**src/osfe_pkg.sv**
```systemverilog
// Shared types and constants for the object shape feature extractor.
// No dependencies.
package osfe_pkg;

  localparam int unsigned THIN_K = 51470;
  localparam int MAX_WIDTH  = 1024;
  localparam int MAX_HEIGHT = 1024;

  typedef enum logic [2:0] {
    CFG_BLUE   = 3'd0,
    CFG_GREEN  = 3'd1,
    CFG_RED    = 3'd2,
    CFG_WIDTH  = 3'd3,
    CFG_HEIGHT = 3'd4
  } cfg_idx_t;

  // Frame totals handed from the pixel front end to the divider back end.
  typedef struct packed {
    logic [20:0] area;
    logic [29:0] x_sum;
    logic [29:0] y_sum;
    logic [20:0] perim;
    logic [9:0]  x_min;
    logic [9:0]  x_max;
    logic [9:0]  y_min;
    logic [9:0]  y_max;
  } frame_sum_t;

  // Unsigned restoring divider step: compare and subtract; the caller shifts the remainder in.
  function automatic logic [63:0] div_step(input logic [63:0] rem_in,
                                           input logic [63:0] den);
    div_step = (rem_in >= den) ? rem_in - den : rem_in;
  endfunction

endpackage

```
**src/osfe_back.sv**
```systemverilog
// Back end: serial divisions for centroid, aspect and thinness.
// Depends on osfe_pkg.
module osfe_back import osfe_pkg::*; (
  input  logic        clk,
  input  logic        rst_n,
  input  logic        in_valid,
  output logic        in_ready,
  input  frame_sum_t  in_data,
  output logic        out_valid,
  input  logic        out_ready,
  output logic [20:0] out_object_area,
  output logic [9:0]  out_centroid_x,
  output logic [9:0]  out_centroid_y,
  output logic [20:0] out_perimeter_count,
  output logic [9:0]  out_box_x_min,
  output logic [9:0]  out_box_x_max,
  output logic [9:0]  out_box_y_min,
  output logic [9:0]  out_box_y_max,
  output logic [18:0] out_aspect_q8,
  output logic [15:0] out_thinness_q12,
  output logic        out_object_empty
);

  typedef enum logic [2:0] {
    S_IDLE, S_MUL, S_DIV, S_NEXT, S_OUT
  } state_t;

  state_t      st_r;
  frame_sum_t  f_r;
  logic [1:0]  op_r;
  logic [5:0]  cnt_r;
  logic [63:0] num_r, den_r, rem_r, q_r;
  logic [41:0] p2_r;
  logic [36:0] an_r;
  logic [9:0]  cx_r, cy_r;
  logic [18:0] asp_r;
  logic [15:0] thin_r;
  logic [63:0] rem_sh;

  assign in_ready  = st_r == S_IDLE;
  assign out_valid = st_r == S_OUT;
  assign rem_sh    = {rem_r[62:0], num_r[63]};

  always_ff @(posedge clk) begin
    if (!rst_n) begin
      st_r <= S_IDLE;
    end else begin
      unique case (st_r)
        S_IDLE: if (in_valid) begin
          f_r <= in_data;
          cx_r <= '0; cy_r <= '0; asp_r <= '0; thin_r <= '0;
          st_r <= (in_data.area == 21'd0) ? S_OUT : S_MUL;
        end
        S_MUL: begin
          p2_r <= 42'(f_r.perim) * 42'(f_r.perim);
          an_r <= 37'(f_r.area) * 37'(THIN_K);
          op_r <= 2'd0;
          num_r <= {34'b0, f_r.x_sum}; den_r <= 64'(f_r.area);
          rem_r <= '0; q_r <= '0; cnt_r <= '0;
          st_r <= S_DIV;
        end
        S_DIV: begin
          rem_r <= div_step(rem_sh, den_r);
          q_r <= {q_r[62:0], rem_sh >= den_r};
          num_r <= {num_r[62:0], 1'b0};
          cnt_r <= cnt_r + 6'd1;
          if (cnt_r == 6'd63) st_r <= S_NEXT;
        end
        S_NEXT: begin
          rem_r <= '0; q_r <= '0; cnt_r <= '0;
          op_r <= op_r + 2'd1;
          case (op_r)
            2'd0: begin
              cx_r <= q_r[9:0];
              num_r <= {34'b0, f_r.y_sum};
              st_r <= S_DIV;
            end
            2'd1: begin
              cy_r <= q_r[9:0];
              num_r <= 64'({11'(f_r.x_max - f_r.x_min) + 11'd1, 8'b0});
              den_r <= 64'(11'(f_r.y_max - f_r.y_min) + 11'd1);
              st_r <= S_DIV;
            end
            2'd2: begin
              asp_r <= q_r[18:0];
              num_r <= 64'(an_r); den_r <= 64'(p2_r);
              st_r <= (p2_r == '0) ? S_OUT : S_DIV;
            end
            default: begin
              thin_r <= (q_r > 64'd65535) ? 16'hFFFF : q_r[15:0];
              st_r <= S_OUT;
            end
          endcase
        end
        S_OUT: if (out_ready) st_r <= S_IDLE;
        default: st_r <= S_IDLE;
      endcase
    end
  end

  assign out_object_area     = f_r.area;
  assign out_centroid_x      = cx_r;
  assign out_centroid_y      = cy_r;
  assign out_perimeter_count = f_r.perim;
  assign out_object_empty    = f_r.area == 21'd0;
  assign out_box_x_min       = out_object_empty ? 10'd0 : f_r.x_min;
  assign out_box_x_max       = out_object_empty ? 10'd0 : f_r.x_max;
  assign out_box_y_min       = out_object_empty ? 10'd0 : f_r.y_min;
  assign out_box_y_max       = out_object_empty ? 10'd0 : f_r.y_max;
  assign out_aspect_q8       = asp_r;
  assign out_thinness_q12    = thin_r;

endmodule

```
**config.mk**
```make
export PLATFORM = sky130hd
export DESIGN_NAME = osfe_back
export DESIGN_NICKNAME = d
export VERILOG_FILES = /design/src/osfe_pkg.sv /design/src/osfe_back.sv
export SDC_FILE = /design/constraint.sdc
export NUM_CORES = 2
export LEC_CHECK = 0
export BUFFER_PORTS_ARGS = -buffer_cell sky130_fd_sc_hd__buf_2
export CAP_MARGIN = 20
export CELL_PAD_IN_SITES_DETAIL_PLACEMENT = 1
export CELL_PAD_IN_SITES_GLOBAL_PLACEMENT = 2
export CORE_MARGIN = 8
export CORE_UTILIZATION = 42
export CTS_CLUSTER_DIAMETER = 50
export DETAILED_ROUTE_END_ITERATION = 8
export PLACE_DENSITY = 0.93
export SETUP_SLACK_MARGIN = 0.3
export SYNTH_ARGS = -nofsm -noshare
export SYNTH_HDL_FRONTEND = slang
export SYNTH_SLANG_ARGS = --single-unit
```
**constraint.sdc**
```tcl
create_clock -name clk -period 17.71 [get_ports clk]
set_clock_uncertainty 0.1 [all_clocks]
set_input_delay 0.8855 -clock clk [delete_from_list [all_inputs] [get_ports clk]]
set_output_delay 0.8855 -clock clk [all_outputs]
set_load 0.05 [all_outputs]
```
==> reports/qor_table.md <==
| Metric | Reported |
| --- | --- |
| DRC errors left | 0 |
| Starting density of the core | 42.4% |
| Number of input and output port buffers inserted | 285 |
| Leading post-synthesis cells by cell area | edfxtp_1 (37%), fa_1 (19%), ha_1 (11%) |
| Setup violation total in the final timing report | 0 |
| Number of synthesized flops with an enable pin | 515 |
| Clock sink total | 518 |
| Hold bufs inserted after CTS | 0 |
| Maximum number of pins on one net before global-route repair | 76 |
| Area growth from synthesis to layout | 12.2% |
| Peak fanout along the critical path | 22 |
| Area inside the core boundary | 0.0983 sq mm |
| Post-DP HPWL | 90600 microns |
| Switching power | 4.25 mW |
| Most common library cell in the layout ignoring fill and taps | inv_1 |
| Worst supply voltage drop on vdd | 283 uV |
| Worst-case hold path end point | f_r[98] |
| TritonCTS clock tree | yes |
| Routed wire length | 118000 microns |
| Highest achievable clock rate | 121 MHz |
| Antenna-violating nets left | 0 |
| Critical Path Start Type | flop |
| Portion of the clock cycle consumed by the worst path in the final layout | 46.7% |
| Terminus of the critical flop-to-flop path | p2_r[39] |
| Proportion of layout cells with a drive suffix above 1 | 11.6% |
| RSZ-0062 raised after global routing | false |
| Actual transition at the worst max-transition pin | 1.09 ns |
| Number of stages on the worst hold path | 1 |
| Critical Path End Type | flop |
| Die Wd | 331 microns |
| Postcts setup bufs | 0 |
| Most frequent cells in the layout | inv_1 (710), edfxtp_1 (515), fa_1 (393) |
| Post-layout instance area | 0.0467 sq mm |
| Filler-free cell count of the finished design | 5454 |
| Source of the critical timing path | out_perimeter_count[3] |
| Fraction of power consumed by the clock network | 16.0% |
| Placer's final routability congestion estimate | 0.836 |
| Biggest area consumer among synthesized cells | edfxtp_1 |
| Latest clock arrival within the worst-skew pair | 0.64 ns |
| Placed Cells | 5312 |
| Drt initial violations | 1799 |
| Outcome | finished, final reports clean |
| Setup TNS | 0 ns |
| FFs w/ async S/R, synth | 0% |
| Synth unique cells | 82 |
| Worst Hold Class | input pin to flop |
| Number of global-route vias before repair | 32310 |
| Mean routed wirelength per cell | 21.6 microns |
| Io pins | 286 |
| Number of warnings reported in the yosys synthesis log | 0 |
| Net count reported at finish | 5017 |
| Detailed-routing iteration count for the pre-antenna-repair pass | 5 |
| Part of the total power dissipated in sequential elements | 20.3% |
| Combinational Power Share | 63.7% |
| Clock buffers created by TritonCTS | 74 |
| Origin of the worst min-delay path | in_data[98] |
| Ys flop type | edfxtp_1 |
| Placed instance area | 0.0442 sq mm |
| Depth of the most critical reg-to-reg path | 23 |
| Vias | 28996 |
| Pins over their slew limit | 0 |
| Number of maximum-capacitance violations | 0 |
| Vert. Die Dim | 331 microns |
| Global-route wire length before repair | 184000 microns |
| Initial antenna violation count | 3 |
| Final design utilization | 47.5% |
| Cell internal pwr | 4.94 mW |
| Die area | 0.109 sq mm |
| Post-synthesis sequential element count | 518 |
| Required time at the endpoint of the critical path | 18.00 ns |
| Combined area of all synthesized cells | 0.0416 sq mm |
| Number of cell rows | 115 |
| Maximum count of clock buffers along a single path | 3 |
| Areal power density over the cells | 197 mW/mm^2 |
| Final hold violations | 0 |
| Relative max-transition margin | 27.3% |
| Sequential share of the synthesized area | 37.3% |
| Area share of the leading cell type in the synthesized netlist | 37.1% |
| Crit path DAT | 8.55 ns |
| Switching fraction of total power | 46.2% |
| GRT Util Overall | 21.5% |
| Class of the most critical setup path | flop to flop |
| Worst flop-to-flop path startpoint | out_perimeter_count[3] |
| Post-Synthesis Net Count | 4789 |
| Drt via density | 5.32 |
| Clock Pin Slew Worst Setup and Hold Paths | 0.06 ns |
| Final worst path period need | 8.27 ns |
| Post_cts resized | 0 |
| Cell chosen for the clock root | clkbuf_16 |
| Number of cells produced by synthesis | 3875 |
| R2R setup slack | 9.44 ns |
| Leakage Power | 21.3 nW |
| Post-layout power | 9.19 mW |
| Global-route congestion overflow total | 0 |
| Count of H-tree levels built during CTS | 3 |
| Mean cell area of the mapped netlist | 10.7 sq um |
-- worst max-delay path, stage by stage (launching register included) --
cell	delay [ns]
edfxtp_1	1.04
nand2_1	0.19
fa_1	0.64
inv_1	0.07
fa_1	0.50
inv_1	0.06
fa_1	0.53
inv_1	0.05
fa_1	0.52
fa_1	0.45
fa_1	0.56
inv_1	0.06
fa_1	0.53
inv_1	0.04
ha_1	0.36
a21oi_1	0.18
o21ai_0	0.11
a311oi_1	0.47
o22ai_1	0.14
nor4_1	0.59
nor3_1	0.14
a21o_1	0.22
o41a_1	0.33
xor2_1	0.15
-- Yosys cell counts, types with 4 or more instances --
master and instances:
o21ai_0 98, a31oi_1 10, nand3_1 48, o21a_1 26
nor3b_1 27, a21o_1 60, buf_2 7, buf_1 4
and2_1 231, a311oi_1 4, o211ai_1 13, a221oi_1 22
or2_2 8, xor2_1 48, ha_1 375, a221o_1 6
nor2_1 163, nor2b_1 44, xnor2_1 91, o21bai_1 15
a211oi_1 26, a222oi_1 6, clkbuf_1 115, a22o_1 9
nand2b_1 32, a21boi_0 7, nand4_1 28, o31ai_1 13
edfxtp_1 515, mux2i_1 6, or3_1 14, a21oi_1 164
inv_1 710, nor4_1 40, fa_1 393, buf_4 42
or4_1 7, a2111oi_0 7, and3_1 40, nand2_1 293
nor3_1 46, o31a_1 4
-- cell type report --
type                       count  area (sq um)
fill                       10738         51600
multi-input combinational   2477         22700
sequential                   518         15500
inverter                     711          2670
clock buffer                  87          1940
timing repair buffer         321          1710
tap                         1287          1610
clock inverter                50           518
antenna                        3          7.51
-- routing by layer --
metal | wire (microns) | track usage [%] | vias up
li1 | - | - | 13353
met1 | 49100 | 26.8 | 14859
met2 | 61100 | 38.8 | 604
met3 | 4300 | 2.73 | 178
met4 | 3150 | 6.16 | 2
met5 | 13 | 0 | -
-- power groups by stage --
stage | Sequential (mW) | Combinational [mW] | Clock [mW]
after CTS | 1.86 | 5.90 | 1.51
after global routing | 1.87 | 6.53 | 1.54
after floorplan | 1.87 | 4.16 | 0
after detailed placement | 1.89 | 5.81 | 0
final | 1.86 | 5.85 | 1.47
after global placement | 1.88 | 5.60 | 0
-- per-stage QoR --
stage	hold WS (ns)	setup slack (ns)
final	0.315	9.44
after global routing	0.279	9.05
after detailed placement	0.401	9.53
after floorplan	0.385	4.29
after CTS	0.269	9.50
after global placement	0.399	9.68
-- cells by family (layout without fill, tap and decap cells) --
family	after synthesis	count (layout)	share of synthesized area, %
simple gates	1037	1037	12.8
flops	518	518	37.3
xor+xnor	140	140	2.98
buf+inv	880	1169	8.33
mux	8	8	0.225
compound gates	524	524	8.24
fa+ha+maj	768	768	30.2
other cells	0	3	0
-- sequential cells by signal, indices dropped and copies added (netlist names), 19 cells and up --
signal,flops
an_r,36
den_r,42
f_r,100
num_r,64
out_aspect_q8,19
out_object_area,21
out_perimeter_count,21
p2_r,41
q_r,64
rem_r,63
-- worst max-delay path by stage --
stage	endpoint	cells past startpoint
final	p2_r[39]	23
after global routing	p2_r[39]	24
after CTS	p2_r[39]	23
after detailed placement	p2_r[39]	23
after global placement	p2_r[39]	23
after floorplan	num_r[0]	4
No activity file was read; power rests on OpenSTA's default activity.
