==> src/osfe_pkg.sv <==
// Shared types and constants for the object shape feature extractor.
// No dependencies.
package osfe_pkg;

  localparam int unsigned THIN_K = 51470;
  localparam int MAX_WIDTH  = 1024;
  localparam int MAX_HEIGHT = 1024;

  typedef enum logic [2:0] {
    CFG_BLUE   = 3'd0,
    CFG_GREEN  = 3'd1,
    CFG_RED    = 3'd2,
    CFG_WIDTH  = 3'd3,
    CFG_HEIGHT = 3'd4
  } cfg_idx_t;

  // Frame totals handed from the pixel front end to the divider back end.
  typedef struct packed {
    logic [20:0] area;
    logic [29:0] x_sum;
    logic [29:0] y_sum;
    logic [20:0] perim;
    logic [9:0]  x_min;
    logic [9:0]  x_max;
    logic [9:0]  y_min;
    logic [9:0]  y_max;
  } frame_sum_t;

  // Unsigned restoring divider step: compare and subtract; the caller shifts the remainder in.
  function automatic logic [63:0] div_step(input logic [63:0] rem_in,
                                           input logic [63:0] den);
    div_step = (rem_in >= den) ? rem_in - den : rem_in;
  endfunction

endpackage

==> src/osfe_queue.sv <==
// Two-entry queue of frame totals between front end and back end.
// Depends on osfe_pkg.
module osfe_queue import osfe_pkg::*; (
  input  logic       clk,
  input  logic       rst_n,
  input  logic       wr_valid,
  output logic       wr_ready,
  input  frame_sum_t wr_data,
  output logic       rd_valid,
  input  logic       rd_ready,
  output frame_sum_t rd_data
);

  frame_sum_t mem_r [2];
  logic       wp_r, rp_r;
  logic [1:0] cnt_r;
  logic       wr, rd;

  assign wr_ready = cnt_r != 2'd2;
  assign rd_valid = cnt_r != 2'd0;
  assign rd_data  = mem_r[rp_r];
  assign wr = wr_valid && wr_ready;
  assign rd = rd_valid && rd_ready;

  always_ff @(posedge clk) begin
    if (wr) mem_r[wp_r] <= wr_data;
  end

  always_ff @(posedge clk) begin
    if (!rst_n) begin
      wp_r <= 1'b0; rp_r <= 1'b0; cnt_r <= '0;
    end else begin
      if (wr) wp_r <= ~wp_r;
      if (rd) rp_r <= ~rp_r;
      cnt_r <= cnt_r + 2'(wr) - 2'(rd);
    end
  end

endmodule

==> config.mk <==
export PLATFORM = sky130hd
export DESIGN_NAME = osfe_queue
export DESIGN_NICKNAME = d
export VERILOG_FILES = /design/src/osfe_pkg.sv /design/src/osfe_queue.sv
export SDC_FILE = /design/constraint.sdc
export NUM_CORES = 1
export LEC_CHECK = 0
export BUFFER_PORTS_ARGS = -buffer_cell sky130_fd_sc_hd__clkbuf_2
export CORE_UTILIZATION = 52
export DETAILED_ROUTE_END_ITERATION = 7
export GPL_TIMING_DRIVEN = 1
export PLACE_DENSITY_LB_ADDON = 0.15
export SYNTH_ARGS = -nofsm -noshare
export SYNTH_HDL_FRONTEND = slang
export SYNTH_SLANG_ARGS = --single-unit
==> constraint.sdc <==
create_clock -name clk -period 7.8 [get_ports clk]
set_input_delay 0 -clock clk [delete_from_list [all_inputs] [get_ports clk]]
set_output_delay 0 -clock clk [all_outputs]
set_load 0.02 [all_outputs]
==> results list, run 1 <==
- After detailed routing, the average wire length per cell comes to 17.8 um.
- Along the worst path, the maximum fanout reaches 58.
* Status: completed
* Area grow syn2layout: 38.2%
* Cell breakdown of the critical path: buf_4 -> buf_4 -> mux2_2 -> clkbuf_2
- Global-route met1 utilization: 0.227
- Fraction of final layout cells sized beyond drive strength 1: 0.512
- Summed over all instances, the cell type with the most area after synthesis is sky130_fd_sc_hd__edfxtp_1.
- The largest single stage delay on the critical path is ~0.89 ns.
* TritonCTS clock tree: yes
- Initial Util: 0.532
- HPWL after DPL: around 13 mm
- Hold timing on the final database bottoms out at a slack of 0.191 ns.
- Count of flip-flops with a built-in enable after synthesis: ~280
- The pre-antenna-repair detailed-routing pass consisted of 6 iterations.
- The min-delay analysis places its worst path in the category in2reg.
- Post-Synthesis Net Count: 614
* Synth area leaders: sky130_fd_sc_hd__edfxtp_1 79%, sky130_fd_sc_hd__mux2_4 11%, sky130_fd_sc_hd__mux2_2 6.5%
- Number of vias per cell after detailed routing: between 4 and 5
* Total routed wirelength: roughly 22 mm
* Vias in the first global route: ~6500
- CP startpoint kind: register
* Pin count of the biggest net entering global routing: between 70 and 80
- Maximum buffer depth of the clock tree: 3
- Critical path's slowest cell: sky130_fd_sc_hd__buf_4
- The worst-case IR drop observed on VDD is around 0.00027 V.
- CTS built an H-tree with a depth of 1.
- # rows: 52
- After technology mapping, the gate count stands at between 400 and 500.
- The later pin in the worst-skew pair is clocked with a latency of roughly 0.54 ns.
* Worst rel slew slack: 0.323
- The share of total power dissipated in combinational logic is 0.272.
- The most numerous cell type found on the critical path is sky130_fd_sc_hd__buf_4.
- Share of the cycle needed by the critical path after routing: 0.444
* Number of ports placed on the die boundary: 290
- The setup path with the least slack is of type reg2out.
- In this run the power density over the cells is 315 nW/um2.
- For this design the total switching power over the nets is roughly 1300 uW.
* Share of total power consumed by net switching: 0.287
- After filler insertion, the fill cell instance count of the layout stands at ~1300.
* Total of max-cap violations: 0
- Critical Path AT: 3.46 ns
- First-pass GRT wire length: approximately 33 mm
- Including well taps, the total number of placed cells is 1014.
* Critical path endpoint category: output pin
- Setup repair after global routing left no endpoint under its margin.
- Via Count: 5964
- CP Data Required Time: 7.80 ns
- In the synthesized netlist the dominant register cell turns out to be sky130_fd_sc_hd__edfxtp_1.
- Congestion Overflow GR: 0
- Leakage dissipation: between 0.005 and 0.006 uW
- Counting flops and latches in the post-synthesis netlist gives 289.
- Routing usage on met2: 0.371
- Total Power Consumption: 4710 uW
- Global routing usage on met3: 0.0484
- Placeable core region: 20300 um2
- Number of hold violations in the final report: 0
- Overall fraction of global-route tracks in use: 0.201
- Number of remaining DRC errors: 0
* Max Slew Vio Count: 0
* Port bufs: between 200 and 300
- Routability-driven placement finished with a final weighted congestion of between 0.7 and 0.8.
- Worst slew pin tran: approximately 1.0 ns
- Clock tree skew after final layout: roughly 0.0088 ns
* Top-count cell post-synth: sky130_fd_sc_hd__edfxtp_1
- The share of synthesized area in the top cell type comes to 0.789.
- The floorplan step set the die width to ~150 um.
- The share of total power dissipated in sequential elements is 0.430.
- In this run the clock root is driven by a sky130_fd_sc_hd__clkbuf_16.
- Antenna violations before repair: 1
* Setup Slack @ Placement: a little under 5 ns
- Of the total power, the clock network draws 0.298.
* Warnings from Yosys: 0
- Count of nets left with antenna violations after detail routing: 0
- Number of library cell types mapped by synthesis: 18
- Post-synthesis sequential area ratio: 0.799
- Async SR Flop Fraction: 0
* Clock tree sinks: ~290
- After layout, the worst setup slack is roughly 4.3 ns.
- Internal: roughly 3400 uW
* Die outline height: about 150 um
- First DRT Iteration DRCs: 298
* Final cell count without fillers: around 1200
- The worst path in the final design needs a cycle of 3.46 ns, including I/O delays and setup.
- Summing every instance area after synthesis gives around 11000 um2.
- Counting the buffers created by CTS gives 29.
* Achievable frequency: roughly 290 MHz
* Average footprint of a synthesized cell: around 23 um2
- Post-synth top cells: 284 x sky130_fd_sc_hd__edfxtp_1, 80 x sky130_fd_sc_hd__mux2_4, 62 x sky130_fd_sc_hd__mux2_2
- Clock-pin slew was measured on the worst setup and hold paths at approximately 0.060 ns.
* Final #Nets: around 1100
- Most crowded layer after global routing: met2
- Die Area: between 20000 and 25000 um2
* Number of failing setup endpoints in the final timing report: 0
- Total Neg Setup Slack: 0 ns
-- final timing paths --
path | to | cells past startpoint | startpoint | slack [ns]
worst min register to register | register | 2 | rp_r | 0.54
worst min-delay path | mem_r[1][30] | 2 | wr_data[30] | 0.19
worst max-delay path | rd_data[0] | 4 | register | 4.34
worst max register to register | mem_r[1][81] | 3 | cnt_r[0] | 5.05
-- cells in the final DEF, fill, tap and decap left out, types with 5 or more instances in the layout --
cell | Yosys | routed
sky130_fd_sc_hd__clkbuf_2 | 0 | 289
sky130_fd_sc_hd__edfxtp_1 | 284 | 284
sky130_fd_sc_hd__dlygate4sd3_1 | 0 | 145
sky130_fd_sc_hd__mux2_4 | 80 | 80
sky130_fd_sc_hd__mux2_2 | 62 | 62
sky130_fd_sc_hd__clkbuf_16 | 0 | 29
sky130_fd_sc_hd__clkinv_1 | 0 | 6
sky130_fd_sc_hd__clkbuf_1 | 0 | 5
sky130_fd_sc_hd__clkinv_2 | 0 | 5
sky130_fd_sc_hd__bufinv_16 | 0 | 5
sky130_fd_sc_hd__buf_4 | 0 | 5
-- layout make-up --
cell class | count | area (um2) | area share
clock inverters | 20 | 238 | 0.0159
multi-input cells | 160 | 2040 | 0.137
flip-flops and latches | 289 | 8630 | 0.578
inverters | 1 | 3.75 | 0.000251
repair buffers | 439 | 2940 | 0.197
clock buffers | 34 | 744 | 0.0498
well taps | 270 | 338 | 0.0226
diodes | 1 | 2.50 | 0.000168
-- kinds of logic (layout without fill, tap and decap cells) --
group,Yosys count,count (layout),share of synthesized area
other,0,1,0
AO/OA/AOI/OAI,1,1,0.000695
buffers and inverters,17,494,0.0135
flip-flops,289,289,0.799
AND/OR/NAND/NOR,11,11,0.00567
adder cells (fa/ha/maj),2,2,0.00232
XOR/XNOR,3,3,0.00243
multiplexers,143,143,0.177
-- critical path: cells and delay by family (launching register included) --
kind	cells	cell delay, ns
buffers and inverters	3	1.80
flip-flops	1	0.64
multiplexers	1	0.42
-- stage by stage --
step                      utilization  area [um2]
after CTS                       0.736       14900
after global routing            0.736       14900
after global placement          0.616       12500
final                           0.736       14900
after floorplan                     -       10800
after detailed placement        0.616       12500
-- repair_timing --
action                    CTS  global route
hold buffers              145             0
hold endpoints to repair  289             0
buffers inserted            0             0
resized for setup           0             0
-- state kept, by name, indices dropped and copies added, names as in the netlist, named ones only --
name   cells
mem_r    284
wp_r       1
cnt_r      2
rp_r       1
-- power by group through the flow --
stage / Combinational (uW) / Clock (uW) / Sequential (uW)
floorplan: 902 / 0 / 2060
global placement: 1200 / 0 / 2050
detailed placement: 1230 / 0 / 2060
CTS: 1290 / 1430 / 2030
global route: 1350 / 1490 / 2040
finish: 1280 / 1400 / 2030
-- routing by layer --
layer  up-vias  part of all wire
li1       2760                 -
met1      2936              0.38
met2       226              0.53
met3        42             0.064
met4         0             0.029
met5         -                 0
Power figures use the tool's default switching activity.
==> run 2, diff against run 1 <==
==> constraint.sdc (replaced) <==
create_clock -name clk -period 3.6 [get_ports clk]
set_input_delay 0 -clock clk [delete_from_list [all_inputs] [get_ports clk]]
set_output_delay 0 -clock clk [all_outputs]
set_load 0.02 [all_outputs]
==> run 2 against run 1 <==
Die area stayed put; via count is 0.15% higher; power is 110% higher; design area is 0.35% lower; sequential power is 120% higher; largest power group unchanged; global-route usage is 0.30 points higher.
==> results list, run 2 (synthesized netlist as in run 1, its figures left out) <==
- Storage element area: 8630 um2 (unchanged)
- Largest fanout on the critical path: 95 (+64%)
- Number of ports placed on the die boundary: 290 (unchanged)
* Status: completed
- Pre-antenna DRT Iters: 4 (-2)
* Area grow syn2layout: 37.8%
- Root buf cell: sky130_fd_sc_hd__clkbuf_16
- Max Slew Vio Count: 0 (unchanged)
- First-pass GRT wire length: 33.9 mm (+1.6%)
- First DRT Iteration DRCs: 308 (+3.4%)
- The worst setup path is launched from a register.
- The initial antenna violation count was 1 (unchanged).
- The via count normalized by instance count was 4.93 (+0.40%).
* Die Area: 21400 um2 (unchanged)
* Leakage dissipation: 0.00584 uW (-0.49%)
- Achievable frequency: ~440 MHz
* Die outline height: 146 um (unchanged)
- In this run the worst hold path is classified as in2reg.
* Filler Cell Count: 1280 (+1.9%)
- The count of port buffers added during placement came to 289 (unchanged).
- The standard cell core area came to 20300 um2 (unchanged).
- Total of max-cap violations: 0 (unchanged)
- HPWL after DPL: 13.1 mm (-1.4%)
- The number of nets with antenna violations after routing came to 0 (unchanged).
* Post-CTS Repair Setup Buffers: 0 (unchanged)
- Worst reg2reg path startpoint: cnt_r[0]
- The area of combinational cells with multiple inputs was 2040 um2 (unchanged).
- The overall via count from detail_route came to 5973 (+0.15%).
* Number of hold violations in the final report: 0 (unchanged)
* Worst slew pin tran: 0.919 ns (-0.0962 ns)
- Clock tree sinks: 289 (unchanged)
- # rows: 52 (unchanged)
* Maximum buffer depth of the clock tree: 3 (unchanged)
- Number of failing setup endpoints in the final timing report: 0 (unchanged)
* Leading registers by flop count: mem_r: 284 flops, cnt_r: 2 flops
* Worst rel slew slack: 0.387 (+0.0641)
- The library cell used most frequently in the layout, excluding fill and tap cells, is sky130_fd_sc_hd__clkbuf_2.
* Areal power density over the cells: 668 nW/um2 (+110%)
- Share of the cycle needed by the critical path after routing: 0.638
- Post-CTS sizing: 0 (unchanged)
- The top cell types in the final layout, fill and taps aside, are 289 x sky130_fd_sc_hd__clkbuf_2, 284 x sky130_fd_sc_hd__edfxtp_1, 146 x sky130_fd_sc_hd__dlygate4sd3_1.
- Routability cong.: 0.738 (-3.9%)
- The DRC violation count after routing is 0 (unchanged).
* Final #Nets: 1070 (+0.19%)
- CP Data Required Time: 3.60 ns (-4.20 ns)
- Fraction of final layout cells sized beyond drive strength 1: 0.507 (-0.00475)
- The clock slew at the register clock pins of the worst setup and hold paths is 0.06 ns (about the same).
- The initial cell density of the core came to 0.532 (unchanged).
- Clock tree skew after final layout: 0.0243 ns (+0.0155 ns)
- The via count of the first global-routing pass is 6492 (-0.75%).
* Worst Slack Setup Final: 1.30 ns (-3.04 ns)
- Critical path endpoint category: output pin
* Total Power Consumption: 9950 uW (+110%)
* Critical Path AT: 2.30 ns (-1.16 ns)
* Skew-Pair Late Insertion Delay: 0.54 ns (about the same)
* Source of the worst hold timing path: wr_data[138]
- Critical path class: reg2out
* Setup Slack @ Placement: 1.49 ns (-3.31 ns)
- Number of H-tree levels: 1 (unchanged)
- The number of flip-flops in the largest register was 284 (unchanged).
* Reg with most FFs: mem_r
* Max IR drop VDD: 0.000448 V (+68%)
- Die outline width: 146 um (unchanged)
- Setup repair after global routing missed its margin: false
* Average wire per standard cell: 18.2 um (+2.5%)
* Total CTS buffers: 29 (unchanged)
* Total Neg Setup Slack: 0 ns (unchanged)
* Overall fraction of global-route tracks in use: 0.204 (+0.00304)
- The overflow left after global routing came to 0 (unchanged).
- The total wire length came to 22.1 mm (+2.2%).
- The pin count of the biggest net entering global routing came to 115 (+53%).
- Post-layout min period: around 2.3 ns
- TritonCTS clock tree: yes
==> run 2: path summary, 6_finish.rpt <==
path	end	slack (ns)	depth (start not counted)
max reg2reg	mem_r[1][56]	1.55	3
min	mem_r[1][138]	0.19	2
max	rd_data[59]	1.30	3
min reg2reg	wp_r	0.55	2
==> run 2: layout make-up <==
cell class / instances / area share
inverters: 1 / 0.000252
clock inverters: 18 / 0.00866
diodes: 1 / 0.000168
repair buffers: 441 / 0.202
well taps: 270 / 0.0227
multi-input cells: 160 / 0.137
flip-flops and latches: 289 / 0.580
clock buffers: 31 / 0.0493
==> run 2: per-stage QoR <==
stage / hold WS (ns) / instances / instance area (um2) / utilization
2_1_floorplan: 0.0989 / 466 / 10800 / -
3_3_place_gp: 0.189 / 1015 / 12600 / 0.619
3_5_place_dp: 0.193 / 1015 / 12600 / 0.619
4_1_cts: 0.169 / 1210 / 14900 / 0.733
5_1_grt: 0.184 / 1211 / 14900 / 0.733
6_report: 0.193 / 1211 / 14900 / 0.733
==> run 2: timing repair <==
item,CTS,global route
hold endpoints to repair,289,0
setup endpoints to repair,0,0
hold buffers,146,0
==> run 2: per-layer routing <==
metal	GRT usage	wire [um]	vias up
li1	-	-	2767
met1	0.235	8420	2951
met2	0.377	11700	219
met3	0.0509	1490	36
met4	0.0563	422	0
met5	0	0	-
==> run 2: report_power, final <==
part	internal [uW]	total (uW)	switching [uW]
Sequential	4230	4370	137
Clock	1590	2760	1170
Combinational	1230	2820	1600
==> run 2: critical path: stages (launching register included) <==
cell and delay (ns):
sky130_fd_sc_hd__dfxtp_4 0.53, sky130_fd_sc_hd__buf_12 0.49, sky130_fd_sc_hd__mux2_2 0.43, sky130_fd_sc_hd__clkbuf_2 0.16
